$ cat src/hdl/kbd_pkg.sv
// Package with the shared types, codes, scancode constants and key tables of the decoder.
package kbd_pkg;

   // Command queue geometry.
   localparam int CMD_QUEUE_DEPTH = 32;
   localparam int IDX_W = (CMD_QUEUE_DEPTH > 1) ? $clog2(CMD_QUEUE_DEPTH) : 1;
   localparam int CNT_W = $clog2(CMD_QUEUE_DEPTH + 1);

   // Output buffer geometry.
   localparam int RSP_DEPTH = 4;
   localparam int RSP_PTR_W = $clog2(RSP_DEPTH);
   localparam int RSP_FILL_W = $clog2(RSP_DEPTH + 1);

   typedef logic [1:0] opcode_type;
   typedef logic [1:0] kind_type;
   typedef logic [7:0] byte_type;
   typedef logic [2:0] leds_type;
   typedef logic [IDX_W-1:0] qidx_type;
   typedef logic [CNT_W-1:0] qcnt_type;

   // Request opcodes; the unused code acts as a service tick.
   localparam opcode_type OP_SCAN = 2'd0;
   localparam opcode_type OP_TICK = 2'd1;
   localparam opcode_type OP_LOAD = 2'd2;

   // Result kinds.
   localparam kind_type KIND_CHAR = 2'd0;
   localparam kind_type KIND_SEND = 2'd1;
   localparam kind_type KIND_HOTKEY = 2'd2;

   // Hotkey codes.
   localparam byte_type HK_TAB = 8'd0;
   localparam byte_type HK_BREAK = 8'd1;
   localparam byte_type HK_NEW_CONSOLE = 8'd2;
   localparam byte_type HK_RAISE = 8'd3;

   // Scancodes and keyboard protocol bytes.
   localparam byte_type SC_TAB = 8'h0f;
   localparam byte_type SC_F1 = 8'h3b;
   localparam byte_type SC_F2 = 8'h3c;
   localparam byte_type SC_F11 = 8'h57;
   localparam byte_type SC_LSHIFT_MAKE = 8'h2a;
   localparam byte_type SC_RSHIFT_MAKE = 8'h36;
   localparam byte_type SC_LSHIFT_BREAK = 8'haa;
   localparam byte_type SC_RSHIFT_BREAK = 8'hb6;
   localparam byte_type SC_CAPS_LOCK = 8'h3a;
   localparam byte_type SC_NUM_LOCK = 8'h45;
   localparam byte_type SC_SCROLL_LOCK = 8'h46;
   localparam byte_type ACK_BYTE = 8'hfa;
   localparam byte_type RESEND_BYTE = 8'hfe;
   localparam byte_type LED_CMD = 8'hed;
   localparam byte_type LOWER_CASE_OFFSET = 8'h20;

   // LED bit masks.
   localparam leds_type LED_CAPS = 3'b100;
   localparam leds_type LED_NUM = 3'b010;
   localparam leds_type LED_SCROLL = 3'b001;

   // One result as it sits in the output buffer.
   typedef struct packed {
      kind_type kind;
      byte_type value;
      logic     last;
   } rsp_item_type;

   // Up to two results written into the output buffer in one cycle, packed from slot a.
   typedef struct packed {
      logic         a_valid;
      rsp_item_type a;
      logic         b_valid;
      rsp_item_type b;
   } rsp_push_type;

   // Next queue index with wrap-around at the depth.
   function automatic qidx_type next_idx(qidx_type idx);
      qidx_type result;
      if (32'(idx) + 32'd1 >= 32'(CMD_QUEUE_DEPTH)) begin
         result = '0;
      end else begin
         result = idx + qidx_type'(1);
      end
      return result;
   endfunction

   // Key tables, unshifted and shifted, for scancodes below 0x80.
   function automatic byte_type key_map(logic [6:0] code, logic shifted);
      byte_type ch;
      case (code)
         7'h02: ch = shifted ? 8'h21 : 8'h31;
         7'h03: ch = shifted ? 8'h22 : 8'h32;
         7'h04: ch = shifted ? 8'h23 : 8'h33;
         7'h05: ch = shifted ? 8'h24 : 8'h34;
         7'h06: ch = shifted ? 8'h25 : 8'h35;
         7'h07: ch = shifted ? 8'h26 : 8'h36;
         7'h08: ch = shifted ? 8'h27 : 8'h37;
         7'h09: ch = shifted ? 8'h28 : 8'h38;
         7'h0a: ch = shifted ? 8'h29 : 8'h39;
         7'h0b: ch = shifted ? 8'h7e : 8'h30;
         7'h0c: ch = shifted ? 8'h3d : 8'h2d;
         7'h0d: ch = shifted ? 8'h7e : 8'h5e;
         7'h0e: ch = 8'h08;
         7'h10: ch = 8'h51;
         7'h11: ch = 8'h57;
         7'h12: ch = 8'h45;
         7'h13: ch = 8'h52;
         7'h14: ch = 8'h54;
         7'h15: ch = 8'h59;
         7'h16: ch = 8'h55;
         7'h17: ch = 8'h49;
         7'h18: ch = 8'h4f;
         7'h19: ch = 8'h50;
         7'h1a: ch = shifted ? 8'h60 : 8'h40;
         7'h1b: ch = shifted ? 8'h7b : 8'h5b;
         7'h1c: ch = 8'h0a;
         7'h1e: ch = 8'h41;
         7'h1f: ch = 8'h53;
         7'h20: ch = 8'h44;
         7'h21: ch = 8'h46;
         7'h22: ch = 8'h47;
         7'h23: ch = 8'h48;
         7'h24: ch = 8'h4a;
         7'h25: ch = 8'h4b;
         7'h26: ch = 8'h4c;
         7'h27: ch = shifted ? 8'h2b : 8'h3b;
         7'h28: ch = shifted ? 8'h2a : 8'h3a;
         7'h2b: ch = shifted ? 8'h7d : 8'h5d;
         7'h2c: ch = 8'h5a;
         7'h2d: ch = 8'h58;
         7'h2e: ch = 8'h43;
         7'h2f: ch = 8'h56;
         7'h30: ch = 8'h42;
         7'h31: ch = 8'h4e;
         7'h32: ch = 8'h4d;
         7'h33: ch = shifted ? 8'h3c : 8'h2c;
         7'h34: ch = shifted ? 8'h3e : 8'h2e;
         7'h35: ch = shifted ? 8'h3f : 8'h2f;
         7'h37: ch = 8'h2a;
         7'h39: ch = 8'h20;
         7'h47: ch = 8'h37;
         7'h48: ch = 8'h38;
         7'h49: ch = 8'h39;
         7'h4a: ch = 8'h2d;
         7'h4b: ch = 8'h34;
         7'h4c: ch = 8'h35;
         7'h4d: ch = 8'h36;
         7'h4e: ch = 8'h2b;
         7'h4f: ch = 8'h31;
         7'h50: ch = 8'h32;
         7'h51: ch = 8'h33;
         7'h52: ch = 8'h30;
         7'h53: ch = 8'h2e;
         7'h73: ch = shifted ? 8'h5f : 8'h5c;
         7'h7d: ch = shifted ? 8'h7c : 8'h5c;
         default: ch = 8'h00;
      endcase
      return ch;
   endfunction

endpackage

$ cat src/hdl/kbd_req_if.sv
// Interface of the request channel: one scancode or command transaction.
interface kbd_req_if;
   logic                valid;
   logic                ready;
   kbd_pkg::opcode_type opcode;
   kbd_pkg::byte_type   scancode;

   modport source (output valid, output opcode, output scancode, input ready);
   modport sink (input valid, input opcode, input scancode, output ready);
endinterface

$ cat src/hdl/kbd_rsp_if.sv
// Interface of the response channel: one character, command byte or hotkey transaction.
interface kbd_rsp_if;
   logic              valid;
   logic              ready;
   kbd_pkg::kind_type kind;
   kbd_pkg::byte_type value;
   logic              last;

   modport source (output valid, output kind, output value, output last, input ready);
   modport sink (input valid, input kind, input value, input last, output ready);
endinterface

$ cat src/hdl/keyboard_scancode_decoder.sv
// Top level of the keyboard scancode decoder with its command queue memory.
//
// Use: scancodes and commands enter on req_bus (opcode, scancode). Results leave on rsp_bus
// as kind/value/last transactions: a character or hotkey first, then at most one byte to
// send to the keyboard; last marks the final result of a request, and a request may give
// none. csr_we/csr_wdata load the initial LED value that the load opcode applies.
// Timing: a request is evaluated in the cycle after it is taken; in the cycle after that
// its results enter a four-entry output buffer. No new request is taken in the evaluation
// step, but the next one may be taken in the send step of the last. This is set by the
// single write port of the command queue memory, which stores the two bytes of an LED
// command pair in the evaluation step and in the send step.
// Reset: shift, lock and acknowledge state and the queue pointers clear at once; the queue
// memory itself is not cleared, and only written entries are ever read.
// Stalls: while rsp_bus is stalled, requests keep being accepted as long as the output
// buffer has room for two more results; after that req_bus.ready stays low.
module keyboard_scancode_decoder (
   input  logic              clock,
   input  logic              reset,
   kbd_req_if.sink           req_bus,
   kbd_rsp_if.source         rsp_bus,
   input  logic              csr_we,
   input  kbd_pkg::leds_type csr_wdata
);
   import kbd_pkg::*;

   // Request sequencing states.
   typedef enum logic [2:0] {
      PH_IDLE = 3'b001,
      PH_EVAL = 3'b010,
      PH_SEND = 3'b100
   } phase_type;

   phase_type phase_ff, phase_in;

   // Configuration and persistent state.
   leds_type  initial_leds_ff;
   logic [1:0] shift_bits_ff, shift_bits_in;
   leds_type  lock_leds_ff, lock_leds_in;
   logic      out_valid_ff, out_valid_in;
   byte_type  out_byte_ff, out_byte_in;
   qidx_type  head_ff, head_in;
   qidx_type  tail_ff, tail_in;
   qcnt_type  count_ff, count_in;

   // Command queue memory.
   byte_type  queue_mem [CMD_QUEUE_DEPTH];
   byte_type  rdata_ff;
   logic      mem_we;
   qidx_type  mem_waddr;
   byte_type  mem_wdata;

   // Accepted request.
   opcode_type op_ff;
   byte_type   sc_ff;

   // Results of the evaluation step, held for the send step.
   logic      r1_valid_ff, r1_valid_in;
   kind_type  r1_kind_ff, r1_kind_in;
   byte_type  r1_value_ff, r1_value_in;
   logic      resend_ff, resend_in;
   logic      pop_ff, pop_in;
   logic      pop_fwd_ff, pop_fwd_in;
   logic      push2_ff, push2_in;
   qidx_type  push2_addr_ff, push2_addr_in;
   byte_type  push2_data_ff, push2_data_in;

   // Evaluation step signals.
   logic      req_take;
   logic      shifted;
   byte_type  map_ch;
   byte_type  ch;
   logic      is_scan;
   logic      push_req;
   logic      ack;
   logic      out_mid;
   logic      push1;
   qcnt_type  after1;
   qcnt_type  after2;
   qidx_type  tail1;

   // Send step and output buffer signals.
   byte_type              send_value;
   logic                  send_valid;
   rsp_push_type          push;
   logic [RSP_FILL_W-1:0] fill;
   logic [RSP_FILL_W-1:0] pending;

   // Accept when the output buffer can take two more results after the ones in flight.
   assign send_valid = resend_ff | pop_ff;
   assign pending = (phase_ff == PH_SEND)
      ? (RSP_FILL_W'(r1_valid_ff) + RSP_FILL_W'(send_valid)) : '0;
   assign req_bus.ready = ((phase_ff == PH_IDLE) || (phase_ff == PH_SEND))
      && ((fill + pending) <= RSP_FILL_W'(RSP_DEPTH - 2));
   assign req_take = req_bus.valid & req_bus.ready;

   // Sequencer.
   always_comb begin
      unique case (phase_ff)
         PH_IDLE: phase_in = req_take ? PH_EVAL : PH_IDLE;
         PH_EVAL: phase_in = PH_SEND;
         PH_SEND: phase_in = req_take ? PH_EVAL : PH_IDLE;
         default: phase_in = PH_IDLE;
      endcase
   end

   // Character lookup and the first result.
   always_comb begin
      is_scan = (op_ff == OP_SCAN);
      shifted = |shift_bits_ff;
      map_ch = sc_ff[7] ? 8'h00 : key_map(sc_ff[6:0], shifted);
      ch = map_ch;
      if ((map_ch >= 8'h41) && (map_ch <= 8'h5a) && ((lock_leds_ff[2]) == shifted)) begin
         ch = map_ch + LOWER_CASE_OFFSET;
      end
      r1_valid_in = 1'b0;
      r1_kind_in = KIND_CHAR;
      r1_value_in = ch;
      if (is_scan) begin
         if (ch != 8'h00) begin
            r1_valid_in = 1'b1;
         end else if (sc_ff == SC_TAB) begin
            r1_valid_in = 1'b1;
            r1_kind_in = KIND_HOTKEY;
            r1_value_in = HK_TAB;
         end else if ((sc_ff == SC_F1) && shifted) begin
            r1_valid_in = 1'b1;
            r1_kind_in = KIND_HOTKEY;
            r1_value_in = HK_BREAK;
         end else if ((sc_ff == SC_F2) && shifted) begin
            r1_valid_in = 1'b1;
            r1_kind_in = KIND_HOTKEY;
            r1_value_in = HK_NEW_CONSOLE;
         end else if (sc_ff == SC_F11) begin
            r1_valid_in = 1'b1;
            r1_kind_in = KIND_HOTKEY;
            r1_value_in = HK_RAISE;
         end
      end
   end

   // Shift, lock, acknowledge and queue updates of the evaluation step.
   always_comb begin
      shift_bits_in = shift_bits_ff;
      lock_leds_in = lock_leds_ff;
      push_req = 1'b0;
      ack = 1'b0;
      resend_in = 1'b0;
      if (is_scan) begin
         if (sc_ff == SC_LSHIFT_MAKE) shift_bits_in[0] = 1'b1;
         if (sc_ff == SC_RSHIFT_MAKE) shift_bits_in[1] = 1'b1;
         if (sc_ff == SC_LSHIFT_BREAK) shift_bits_in[0] = 1'b0;
         if (sc_ff == SC_RSHIFT_BREAK) shift_bits_in[1] = 1'b0;
         if (sc_ff == SC_CAPS_LOCK) begin
            lock_leds_in = lock_leds_ff ^ LED_CAPS;
            push_req = 1'b1;
         end
         if (sc_ff == SC_NUM_LOCK) begin
            lock_leds_in = lock_leds_ff ^ LED_NUM;
            push_req = 1'b1;
         end
         if (sc_ff == SC_SCROLL_LOCK) begin
            lock_leds_in = lock_leds_ff ^ LED_SCROLL;
            push_req = 1'b1;
         end
         ack = (sc_ff == ACK_BYTE);
         resend_in = (sc_ff == RESEND_BYTE) && out_valid_ff;
      end else if (op_ff == OP_LOAD) begin
         lock_leds_in = initial_leds_ff;
         push_req = 1'b1;
      end

      // Each byte of the pair is dropped on its own when the queue is full.
      push1 = push_req && (count_ff < CNT_W'(CMD_QUEUE_DEPTH));
      after1 = count_ff + CNT_W'(push1);
      push2_in = push_req && (after1 < CNT_W'(CMD_QUEUE_DEPTH));
      after2 = after1 + CNT_W'(push2_in);
      tail1 = next_idx(tail_ff);
      push2_addr_in = tail1;
      push2_data_in = byte_type'(lock_leds_in);

      // Send the next queued byte once nothing waits for an acknowledge.
      out_mid = out_valid_ff & ~ack;
      pop_in = !resend_in && !out_mid && (after2 != '0);
      pop_fwd_in = (count_ff == '0);
      out_valid_in = pop_in | out_mid;
      count_in = after2 - CNT_W'(pop_in);
      head_in = pop_in ? next_idx(head_ff) : head_ff;
      if (push2_in) begin
         tail_in = next_idx(tail1);
      end else if (push1) begin
         tail_in = tail1;
      end else begin
         tail_in = tail_ff;
      end
   end

   // A byte popped from an empty queue is the LED command pushed by this request.
   assign send_value = resend_ff ? out_byte_ff : (pop_fwd_ff ? LED_CMD : rdata_ff);
   assign out_byte_in = send_value;

   // Control registers.
   always_ff @(posedge clock) begin
      if (reset) begin
         phase_ff <= PH_IDLE;
         initial_leds_ff <= '0;
         shift_bits_ff <= '0;
         lock_leds_ff <= '0;
         out_valid_ff <= 1'b0;
         out_byte_ff <= '0;
         head_ff <= '0;
         tail_ff <= '0;
         count_ff <= '0;
         r1_valid_ff <= 1'b0;
         resend_ff <= 1'b0;
         pop_ff <= 1'b0;
         push2_ff <= 1'b0;
      end else begin
         phase_ff <= phase_in;
         if (csr_we) begin
            initial_leds_ff <= csr_wdata;
         end
         if (phase_ff == PH_EVAL) begin
            shift_bits_ff <= shift_bits_in;
            lock_leds_ff <= lock_leds_in;
            out_valid_ff <= out_valid_in;
            head_ff <= head_in;
            tail_ff <= tail_in;
            count_ff <= count_in;
            r1_valid_ff <= r1_valid_in;
            resend_ff <= resend_in;
            pop_ff <= pop_in;
            push2_ff <= push2_in;
         end else begin
            r1_valid_ff <= 1'b0;
            resend_ff <= 1'b0;
            pop_ff <= 1'b0;
            push2_ff <= 1'b0;
         end
         if ((phase_ff == PH_SEND) && pop_ff) begin
            out_byte_ff <= out_byte_in;
         end
      end
   end

   // Payload registers.
   always_ff @(posedge clock) begin
      if (req_take) begin
         op_ff <= req_bus.opcode;
         sc_ff <= req_bus.scancode;
      end
      if (phase_ff == PH_EVAL) begin
         r1_kind_ff <= r1_kind_in;
         r1_value_ff <= r1_value_in;
         pop_fwd_ff <= pop_fwd_in;
         push2_addr_ff <= push2_addr_in;
         push2_data_ff <= push2_data_in;
      end
   end

   // Queue memory: the LED command in the evaluation step, the LED value in the send step.
   always_comb begin
      if (phase_ff == PH_EVAL) begin
         mem_we = push1;
         mem_waddr = tail_ff;
         mem_wdata = LED_CMD;
      end else begin
         mem_we = (phase_ff == PH_SEND) && push2_ff;
         mem_waddr = push2_addr_ff;
         mem_wdata = push2_data_ff;
      end
   end

   always_ff @(posedge clock) begin
      if (mem_we) begin
         queue_mem[mem_waddr] <= mem_wdata;
      end
      rdata_ff <= queue_mem[head_ff];
   end

   // Results of the send step, packed from slot a.
   always_comb begin
      push.a_valid = (phase_ff == PH_SEND) && (r1_valid_ff || send_valid);
      push.b_valid = (phase_ff == PH_SEND) && r1_valid_ff && send_valid;
      if (r1_valid_ff) begin
         push.a.kind = r1_kind_ff;
         push.a.value = r1_value_ff;
         push.a.last = !send_valid;
      end else begin
         push.a.kind = KIND_SEND;
         push.a.value = send_value;
         push.a.last = 1'b1;
      end
      push.b.kind = KIND_SEND;
      push.b.value = send_value;
      push.b.last = 1'b1;
   end

   kbd_rsp_fifo u_rsp_fifo (
      .clock   (clock),
      .reset   (reset),
      .push    (push),
      .fill    (fill),
      .rsp_bus (rsp_bus)
   );

   // The queue count never exceeds the depth.
   a_count_bound: assert property (@(posedge clock) disable iff (reset)
      count_ff <= CNT_W'(CMD_QUEUE_DEPTH))
      else $error("command queue count out of range");

   // Head meets tail only when the queue is empty or full.
   a_head_tail: assert property (@(posedge clock) disable iff (reset)
      (head_ff == tail_ff) == ((count_ff == '0) || (count_ff == CNT_W'(CMD_QUEUE_DEPTH))))
      else $error("command queue pointers disagree with count");

   // Evaluation is always followed by the send step.
   a_eval_send: assert property (@(posedge clock) disable iff (reset)
      (phase_ff == PH_EVAL) |=> (phase_ff == PH_SEND))
      else $error("send step skipped");

   // A byte taken from the queue leaves an acknowledge outstanding.
   a_pop_outstanding: assert property (@(posedge clock) disable iff (reset)
      ((phase_ff == PH_EVAL) && pop_in) |=> (out_valid_ff && pop_ff))
      else $error("queued byte sent without outstanding mark");

endmodule

$ cat src/hdl/kbd_rsp_fifo.sv
// Four-entry output buffer that takes up to two results a cycle and drives the response channel.
module kbd_rsp_fifo (
   input  logic                                clock,
   input  logic                                reset,
   input  kbd_pkg::rsp_push_type               push,
   output logic [kbd_pkg::RSP_FILL_W-1:0]      fill,
   kbd_rsp_if.source                           rsp_bus
);
   import kbd_pkg::*;

   rsp_item_type              slot_ff [RSP_DEPTH];
   logic [RSP_PTR_W-1:0]      wr_ptr_ff, wr_ptr_in;
   logic [RSP_PTR_W-1:0]      rd_ptr_ff, rd_ptr_in;
   logic [RSP_FILL_W-1:0]     fill_ff, fill_in;
   logic                      pop;
   logic [RSP_FILL_W-1:0]     push_n;
   rsp_item_type              head_item;

   assign pop = rsp_bus.valid & rsp_bus.ready;
   assign push_n = RSP_FILL_W'(push.a_valid) + RSP_FILL_W'(push.b_valid);

   // Pointer and fill count updates.
   always_comb begin
      wr_ptr_in = wr_ptr_ff + RSP_PTR_W'(push_n);
      rd_ptr_in = rd_ptr_ff + RSP_PTR_W'(pop);
      fill_in = fill_ff + push_n - RSP_FILL_W'(pop);
   end

   always_ff @(posedge clock) begin
      if (reset) begin
         wr_ptr_ff <= '0;
         rd_ptr_ff <= '0;
         fill_ff <= '0;
      end else begin
         wr_ptr_ff <= wr_ptr_in;
         rd_ptr_ff <= rd_ptr_in;
         fill_ff <= fill_in;
      end
   end

   // Result storage; slot b follows slot a.
   always_ff @(posedge clock) begin
      if (push.a_valid) begin
         slot_ff[wr_ptr_ff] <= push.a;
      end
      if (push.b_valid) begin
         slot_ff[wr_ptr_ff + RSP_PTR_W'(1)] <= push.b;
      end
   end

   // Channel outputs.
   assign head_item = slot_ff[rd_ptr_ff];
   assign rsp_bus.valid = (fill_ff != '0);
   assign rsp_bus.kind = head_item.kind;
   assign rsp_bus.value = head_item.value;
   assign rsp_bus.last = head_item.last;
   assign fill = fill_ff;

   // The buffer never holds more than its depth.
   a_fill_bound: assert property (@(posedge clock) disable iff (reset)
      fill_ff <= RSP_FILL_W'(RSP_DEPTH))
      else $error("response buffer overfilled");

   // Slot b is only written together with slot a.
   a_push_packed: assert property (@(posedge clock) disable iff (reset)
      push.b_valid |-> push.a_valid)
      else $error("response push not packed from slot a");

   // Pointers are equal whenever the buffer is empty.
   a_ptr_fill: assert property (@(posedge clock) disable iff (reset)
      (fill_ff == '0) |-> (wr_ptr_ff == rd_ptr_ff))
      else $error("response pointers disagree with fill count");

endmodule
$ cat src/flat_wrapper.sv
// flat-port wrapper written by rule: the top's interface ports become plain ports
module keyboard_scancode_decoder_flat import kbd_pkg::*;
  (clock, reset, csr_we, csr_wdata, req_bus_valid, req_bus_opcode, req_bus_scancode, req_bus_ready, rsp_bus_valid, rsp_bus_kind, rsp_bus_value, rsp_bus_last, rsp_bus_ready);
  kbd_req_if req_bus_i ();
  kbd_rsp_if rsp_bus_i ();
  input  logic clock;
  input  logic reset;
  input  logic csr_we;
  input  kbd_pkg::leds_type csr_wdata;
  input wire logic [$bits(req_bus_i.valid)-1:0] req_bus_valid;
  input wire logic [$bits(req_bus_i.opcode)-1:0] req_bus_opcode;
  input wire logic [$bits(req_bus_i.scancode)-1:0] req_bus_scancode;
  output wire logic [$bits(req_bus_i.ready)-1:0] req_bus_ready;
  output wire logic [$bits(rsp_bus_i.valid)-1:0] rsp_bus_valid;
  output wire logic [$bits(rsp_bus_i.kind)-1:0] rsp_bus_kind;
  output wire logic [$bits(rsp_bus_i.value)-1:0] rsp_bus_value;
  output wire logic [$bits(rsp_bus_i.last)-1:0] rsp_bus_last;
  input wire logic [$bits(rsp_bus_i.ready)-1:0] rsp_bus_ready;
  assign req_bus_i.valid = req_bus_valid;
  assign req_bus_i.opcode = req_bus_opcode;
  assign req_bus_i.scancode = req_bus_scancode;
  assign req_bus_ready = req_bus_i.ready;
  assign rsp_bus_valid = rsp_bus_i.valid;
  assign rsp_bus_kind = rsp_bus_i.kind;
  assign rsp_bus_value = rsp_bus_i.value;
  assign rsp_bus_last = rsp_bus_i.last;
  assign rsp_bus_i.ready = rsp_bus_ready;
  keyboard_scancode_decoder u_core (.clock(clock), .reset(reset), .req_bus(req_bus_i), .rsp_bus(rsp_bus_i), .csr_we(csr_we), .csr_wdata(csr_wdata));
endmodule
$ cat config.mk
export PLATFORM = sky130hd
export DESIGN_NAME = keyboard_scancode_decoder_flat
export DESIGN_NICKNAME = d
export VERILOG_FILES = /design/src/hdl/kbd_pkg.sv /design/src/hdl/kbd_req_if.sv /design/src/hdl/kbd_rsp_if.sv /design/src/hdl/keyboard_scancode_decoder.sv /design/src/hdl/kbd_rsp_fifo.sv /design/src/flat_wrapper.sv
export SDC_FILE = /design/constraint.sdc
export NUM_CORES = 1
export LEC_CHECK = 0
export BUFFER_PORTS_ARGS = -buffer_cell sky130_fd_sc_hd__clkbuf_2
export CORE_ASPECT_RATIO = 1.5
export CORE_MARGIN = 2
export CORE_UTILIZATION = 55
export DETAILED_ROUTE_END_ITERATION = 10
export PLACE_DENSITY = 0.71
export SYNTH_ARGS = -nofsm -noshare
export SYNTH_HDL_FRONTEND = slang
export SYNTH_SLANG_ARGS = --single-unit
export TNS_END_PERCENT = 1
$ cat constraint.sdc
create_clock -name clock -period 10.48 [get_ports clock]
set_input_delay 0.524 -clock clock [delete_from_list [all_inputs] [get_ports clock]]
set_output_delay 0.524 -clock clock [all_outputs]
set_load 0.005 [all_outputs]
==> results.md, run 1 <==
* Max_cap viols at 0
* Mapped Cells at 1,103
* Pre-CTS setup slack at 4.16 ns
* Area grow syn2layout at 7.78%
* Met1 Resource Use GR at 31.5%
* Most common flop cell mapped by yosys: edfxtp_1
* Layout cells sized above 1 at 14.6%
* Endpoints failing setup at 0
* Mapped Nets at 1,142
* Initial Utilization at 55.7%
* Core area at 23,000 um2
* Unique masters post-synth at 85
* Gr usage total at 25.2%
* Arrival @ worst endpoint at 6.78 ns
* Mux share of post-synthesis cell area at 10.2%
* Row count at 68
* Ys async rst share at 0%
* Final worst setup slack at 4.14 ns
* Yosys Warn Count at 0
* Post-synthesis simple-gate area fraction at 15.8%
* Worst VDD drop at 0.176 mV
* Drt total wl at 30,300 um
* Die area at 24,500 um2
* DRC viols at 0
* Final ANT Viol Nets at 0
* Largest net degree at the start of global routing at 78
* Final period util at 60.5%
* Fin cells at 1,394
* Clock Latency Late Sink at 0.52 ns
* Post-synthesis xor/xnor area fraction at 2.25%
* Gr busiest metal: met2
* Resized cells post-CTS at 0
* Detailed placement HPWL at 21,100 um
* Sequential-to-total area share from yosys stat at 54.0%
* Setup Buffers After CTS at 0
* Required time of the worst setup path at 10.92 ns
* TritonRoute pass-1 iters at 6
* Setup CP Type: reg2reg
* Total gr overflow at 0
* Crit start category: flop
* Worst-path clk slew at 0.07 ns
* Crit path capture type: flop
* Final setup TNS at 0 ns
* Area of placed instances at 13,000 um2
* Worst hold margin at 0.179 ns
* Design area at 13,800 um2
* Clk buf depth at 3
* Worst Tran Pin Value at 1.26 ns
* Compound-cell area share of the yosys netlist at 11.7%
* Slew Viols, Final at 0
* Cell Pwr Density at 178 nW/um2
* Clock skew at 0.0166 ns
* Achievable Freq at 158 MHz
* Fin. Hold Viols at 0
* Met3 Usage GRT at 2.61%
* Clock tree sinks at 251
* Initial antenna violation count at 0
* Inserted Diodes at 0
* CTS tree: yes
* Inst Count DP at 1,351
* Hold-fix buffers, CTS at 0
* Die height at 191 um
* Nets at 1,136
* RePlAce Congestion at 0.999
* Top-Level Pins at 31
* Largest family of logic cells by synthesized area: simple AND/OR/NAND/NOR gates
* Hold WC Path Type: in2reg
* Post-DR wirelength/cell at 21.7 um
* Port Buffer Count at 30
* Die X at 129 um
* Mapped Area at 12,800 um2
* Slew HR at 16.2%
* Adder-Cell Fraction of Synth Area at 2.33%
* Final worst path period need at 6.34 ns
* H-Tree Depth at 1
* Outcome: completed
* CTS Buf Count at 24
* Initial DRC count at 739
* Worst-path maximum fanout at 42
* Root buffer cell: clkbuf_16
* Fillers at 1,848
* Mean number of vias per cell at 6.41
* Vias at 8,934
* Post-synthesis register bit count at 251
* First-pass GRT wire length at 48,300 um
* Unrepaired setup endpoints after global routing: no
* Met2 GRT Util at 44.5%
* Number of global-route vias before repair at 8,891
* Synth Area per Inst at 11.6 um2
* P_leak at 4.56 nW
* EDFF count, synth at 188
[worst max-delay path: stages (launching register included)]
cell and delay, ns:
edfxtp_1 0.36, buf_4 0.27, or2_4 0.33, or2_4 0.27, or4_1 0.52, a21oi_1 0.30
and2b_1 0.25, ha_1 0.19, and3_1 0.28, nand3_1 0.17, xor2_1 0.19, and2_1 0.22
ha_1 0.23, ha_1 0.23, inv_1 0.08, o21bai_1 0.08, a22o_1 0.18, a22oi_1 0.28
xnor2_1 0.14, o41a_1 0.47, ha_1 0.24, ha_1 0.21, nor3b_1 0.15, xor2_1 0.16
or3_1 0.31, a21oi_1 0.13
[stage by stage]
stage	total power, mW	utilization [%]
after floorplan	1.48	-
after global placement	1.59	56.5
after detailed placement	1.59	56.5
after CTS	2.46	60.0
after global routing	2.54	60.0
final	2.45	60.0
[registers in the layout (all words and copies together) (netlist names), 3 cells and up]
signal                     flops
u_core.count_ff                6
u_core.head_ff                 5
u_core.initial_leds_ff         3
u_core.lock_leds_ff            3
u_core.out_byte_ff             8
u_core.phase_ff                3
u_core.push2_addr_ff           5
u_core.push2_data_ff           3
u_core.queue_mem             128
u_core.r1_value_ff             8
u_core.rdata_ff                4
u_core.sc_ff                   8
u_core.tail_ff                 5
u_core.u_rsp_fifo.fill         3
u_core.u_rsp_fifo.slot_ff     44
[cell usage after synthesis, types with 4 or more instances]
cell | n | area (um2)
edfxtp_1 | 188 | 5650
nor2_1 | 120 | 450
nand2_1 | 103 | 387
dfxtp_1 | 63 | 1260
a21oi_1 | 60 | 300
o21ai_0 | 57 | 285
mux4_2 | 51 | 1150
clkbuf_1 | 34 | 128
nand3_1 | 28 | 140
xnor2_1 | 23 | 201
buf_2 | 21 | 105
nor3_1 | 20 | 100
ha_1 | 19 | 238
inv_1 | 19 | 71.3
nor2b_1 | 19 | 119
a31oi_1 | 15 | 93.8
nand2b_1 | 14 | 87.6
o22ai_1 | 14 | 87.6
or3_1 | 14 | 87.6
a22oi_1 | 11 | 82.6
and2_1 | 11 | 68.8
and3_1 | 10 | 62.6
buf_6 | 9 | 101
mux2i_1 | 9 | 90.1
nor3b_1 | 8 | 60.1
o21ai_1 | 8 | 40.0
xor2_1 | 8 | 70.1
nor4_1 | 7 | 43.8
o211ai_1 | 7 | 52.6
o31ai_1 | 7 | 52.6
a211oi_1 | 6 | 45.0
buf_4 | 6 | 45.0
mux2_2 | 6 | 67.6
or4_1 | 6 | 45.0
o21a_1 | 5 | 37.5
o32ai_1 | 5 | 43.8
nand3b_1 | 4 | 30.0
nand4_1 | 4 | 25.0
or2_2 | 4 | 25.0
[cell families (layout without fill, tap and decap cells)]
kind of cell	Yosys count	after routing
AND/OR/NAND/NOR	399	399
flip-flops	251	251
AO/OA/AOI/OAI	236	236
buffers and inverters	96	107
multiplexers	66	66
XOR/XNOR	32	32
adder cells (fa/ha/maj)	23	23
[area by class of cell]
cell class	count	area [um2]	share of cell area (%)
Clock buffer	29	651	4.72
Sequential cell	251	6910	50.1
Tap cell	280	350	2.54
Inverter	23	86.3	0.626
Multi-Input combinational cell	756	5410	39.2
Clock inverter	14	150	1.09
Timing Repair Buffer	41	233	1.69
[routing by layer]
| metal | share of wire [%] | up-vias |
|---|---|---|
| li1 | - | 4152 |
| met1 | 38 | 4337 |
| met2 | 52 | 347 |
| met3 | 5.5 | 98 |
| met4 | 4.4 | 0 |
| met5 | 0 | - |
[layout by cell type, fill, tap and decap left out, types with 10 or more instances in the layout]
| cell type | Yosys | routed |
|---|---|---|
| nand2_1 | 103 | 103 |
| nand2b_1 | 14 | 14 |
| o21ai_0 | 57 | 57 |
| mux4_2 | 51 | 51 |
| inv_1 | 19 | 19 |
| a21oi_1 | 60 | 60 |
| clkbuf_16 | 0 | 25 |
| nand3_1 | 28 | 28 |
| buf_4 | 6 | 11 |
| nor2b_1 | 19 | 19 |
| nor3_1 | 20 | 20 |
| edfxtp_1 | 188 | 188 |
| and2_1 | 11 | 11 |
| or3_1 | 14 | 14 |
| clkbuf_2 | 0 | 30 |
| o22ai_1 | 14 | 14 |
| a31oi_1 | 15 | 15 |
| xnor2_1 | 23 | 23 |
| ha_1 | 19 | 19 |
| nor2_1 | 120 | 120 |
| and3_1 | 10 | 10 |
| dfxtp_1 | 63 | 62 |
| a22oi_1 | 11 | 11 |
[report_power, final]
part | total [mW] | switching [mW] | internal [mW]
combinational | 0.451 | 0.276 | 0.175
clock | 0.870 | 0.373 | 0.496
sequential | 1.13 | 0.0350 | 1.09
total | 2.45 | 0.684 | 1.76
[final timing paths]
check,start,to,slack [ns],cells past startpoint
setup / recovery,u_core.sc_ff[5],u_core.count_ff[4],4.14,25
hold / removal,req_bus_scancode[7],u_core.sc_ff[7],0.18,1
setup reg to reg,u_core.sc_ff[5],u_core.count_ff[4],4.14,25
hold reg to reg,u_core.u_rsp_fifo.slot_ff[2][0],u_core.u_rsp_fifo.slot_ff[2][0],0.47,2
Power figures use the tool's default switching activity.
==> inputs of run 2 (changes only) <==
PLACE_DENSITY = 0.74   (was 0.71)
clock period = 5.69 ns   (was 10.48 ns; I/O delays follow)
==> run 2 against run 1 <==
  * Clock-buffer cell count is 2 lower
  * Fmax rose by 19%
  * Sequential power up 83%
  * Critical path depth down 1
  * Combinational power is 91% higher
  * Flip-flop and latch count is the same
  * Non-clock buffer count up 25
  * Routed wire length fell by 0.94%
  * Worst hold slack worse by 0.14 ns
  * Sequential share of layout area fell by 0.81 points
  * Final area up 1.7%
  * Cell count rose by 1.7%
  * Largest cell class unchanged
==> results.md, run 2 (synthesized netlist as in run 1, its figures left out) <==
* Worst-path maximum fanout at 5 (-88%)
* Final ANT Viol Nets at 0 (unchanged)
* Reg with most FFs: u_core.queue_mem
* Commonest cells after routing, fill and taps aside: edfxtp_1, nor2_1, nand2_1
* Drt total wl at 30,000 um (-0.94%)
* Root buffer cell: clkbuf_16
* Max_cap viols at 0 (unchanged)
* RePlAce Congestion at 1.04 (+3.7%)
* Largest regs: u_core.queue_mem x128, u_core.u_rsp_fifo.slot_ff x44
* Clock share of power at 35.3% (-0.2 points)
* Clk buf depth at 3 (unchanged)
* Initial Utilization at 55.7% (unchanged)
* Delay-heaviest family, CP: simple AND/OR/NAND/NOR gates
* Max reg flops at 128 (unchanged)
* Pre-CTS setup slack at 0.0659 ns (-4.10 ns)
* Port Buffer Count at 30 (unchanged)
* H-Tree Depth at 1 (unchanged)
* Top-Level Pins at 31 (unchanged)
* Combinational power share at 19.0% (+0.6 points)
* Mean number of vias per cell at 6.33 (-1.3%)
* Total gr overflow at 0 (unchanged)
* TritonRoute pass-1 iters at 5 (-1)
* Switch share at 27.6% (-0.40 points)
* Layout cells sized above 1 at 15.9% (+1.3 points)
* Post-DR wirelength/cell at 21.2 um (-2.6%)
* Required time of the worst setup path at 6.14 ns (-4.78 ns)
* Crit start category: flop
* Die area at 24,500 um2 (unchanged)
* Slew HR at 20.3% (+4.1 points)
* CTS Buf Count at 23 (-4.2%)
* Number of global-route vias before repair at 8,917 (+0.29%)
* Clock skew at 0.0236 ns (+0.00705 ns)
* CTS tree: yes
* Cell Pwr Density at 324 nW/um2 (+82%)
* Detailed placement HPWL at 20,800 um (-1.7%)
* Slew Viols, Final at 0 (unchanged)
* Achievable Freq at 187 MHz (+19%)
* Row count at 68 (unchanged)
* Register share of total power at 45.7% (-0.3 points)
* Initial antenna violation count at 0 (unchanged)
* P_leak at 4.66 nW (+2.2%)
* Final period util at 94.0% (+33 points)
* Die height at 191 um (unchanged)
* Gr usage total at 25.2% (about the same)
* DRC viols at 0 (unchanged)
* Hold Startpoint: csr_wdata[0]
* Worst VDD drop at 0.307 mV (+74%)
* Slowest CP cell: or4_1
* Core area at 23,000 um2 (unchanged)
* Crit path capture type: flop
* Inserted Diodes at 0 (unchanged)
* Reg2reg start: u_core.sc_ff[5]
* Clock tree sinks at 251 (unchanged)
* Outcome: completed
* Fillers at 1,779 (-3.7%)
* Net Sw Power at 1.25 mW (+83%)
* Utilization after layout at 61.0% (+0.99 points)
* Worst-path clk slew at 0.07 ns (about the same)
* Initial DRC count at 625 (-15%)
* Critical path's most frequent cell: ha_1
* Vias at 8,971 (+0.41%)
* Nets at 1,160 (+2.1%)
* Crit path from: u_core.sc_ff[5]
* Hold WC Path Type: in2reg
* Worst Tran Pin Value at 1.20 ns (-0.0609 ns)
* Endpoints failing setup at 0 (unchanged)
* Internal power at 3.29 mW (+87%)
* First-pass GRT wire length at 48,400 um (+0.24%)
* Fin. Hold Viols at 0 (unchanged)
* Largest net degree at the start of global routing at 49 (-37%)
* Buf/Inv on CP at 1 (-1)
* Setup CP Type: reg2reg
* Critical-path cell list: or2_4 -> or2_4 -> or4_1 -> a21oi_2 -> and2b_1 -> ha_1 -> and3_1 -> nand3_2 -> xor2_1 -> and2_1 -> ha_1 -> ha_2 -> inv_1 -> o21bai_1 -> a22o_1 -> a22oi_2 -> xnor2_1 -> o41a_1 -> ha_1 -> ha_1 -> nor3b_1 -> xor2_1 -> or3_1 -> a21oi_1
* Die X at 129 um (unchanged)
* Arrival @ worst endpoint at 5.79 ns (-0.99 ns)
* Most common cell after layout, fill and taps aside: edfxtp_1
* Clock Latency Late Sink at 0.51 ns (about the same)
* Max incr delay on CP at 0.52 ns (about the same)
* Final worst path period need at 5.35 ns (-0.992 ns)
* Final worst setup slack at 0.343 ns (-3.80 ns)
* Area grow syn2layout at 9.56%
[run 2: repair_timing]
action / CTS / global route
resized for setup: 0 / 6
hold endpoints to repair: 11 / 0
hold buffers: 11 / 0
setup buffers: 0 / 2
endpoints found under the setup margin: 0 / 2
[run 2: final cells by class]
| cell class | count | area (um2) | area share (%) |
|---|---|---|---|
| well taps | 280 | 350 | 2.50 |
| clock inverters | 15 | 193 | 1.37 |
| inverters | 23 | 86.3 | 0.616 |
| multi-input cells | 756 | 5440 | 38.8 |
| clock buffers | 27 | 591 | 4.21 |
| flip-flops and latches | 251 | 6910 | 49.3 |
| repair buffers | 66 | 448 | 3.20 |
[run 2: tightest hold or removal path, cell delays in order]
cell	delay [ns]
clkbuf_2	0.08
mux2i_1	0.06
nor2_1	0.08
[run 2: layer usage]
metal / global-route usage, % / up-vias / part of all wire (%)
li1: - / 4203 / -
met1: 31.1 / 4352 / 37
met2: 44.5 / 327 / 53
met3: 2.75 / 89 / 5.4
met4: 11.2 / 0 / 4.4
met5: 0 / - / 0
[run 2: final timing paths]
kind | to | slack, ns | cells past startpoint
max | u_core.count_ff[4] | 0.34 | 24
min | u_core.initial_leds_ff[0] | 0.04 | 3
max reg2reg | u_core.count_ff[4] | 0.34 | 24
min reg2reg | u_core.u_rsp_fifo.slot_ff[3][10] | 0.48 | 2
[run 2: power by group through the flow]
stage | Combinational, mW | Clock (mW) | Sequential (mW)
5_1_grt | 0.945 | 1.69 | 2.08
3_3_place_gp | 0.825 | 0 | 2.11
4_1_cts | 0.843 | 1.62 | 2.08
3_5_place_dp | 0.832 | 0 | 2.12
2_1_floorplan | 0.655 | 0 | 2.07
6_report | 0.863 | 1.60 | 2.07
[run 2: through the flow]
step                hold WS (ns)  setup TNS [ns]  cells  total power [mW]  cell area [um2]
floorplan                  0.383               0   1103              2.73            12800
global placement           0.451               0   1363              2.94            13100
detailed placement         0.462               0   1363              2.95            13100
CTS                      0.00579               0   1416              4.54            14000
global route              0.0323         -0.0235   1418              4.72            14000
finish                    0.0364               0   1418              4.54            14000
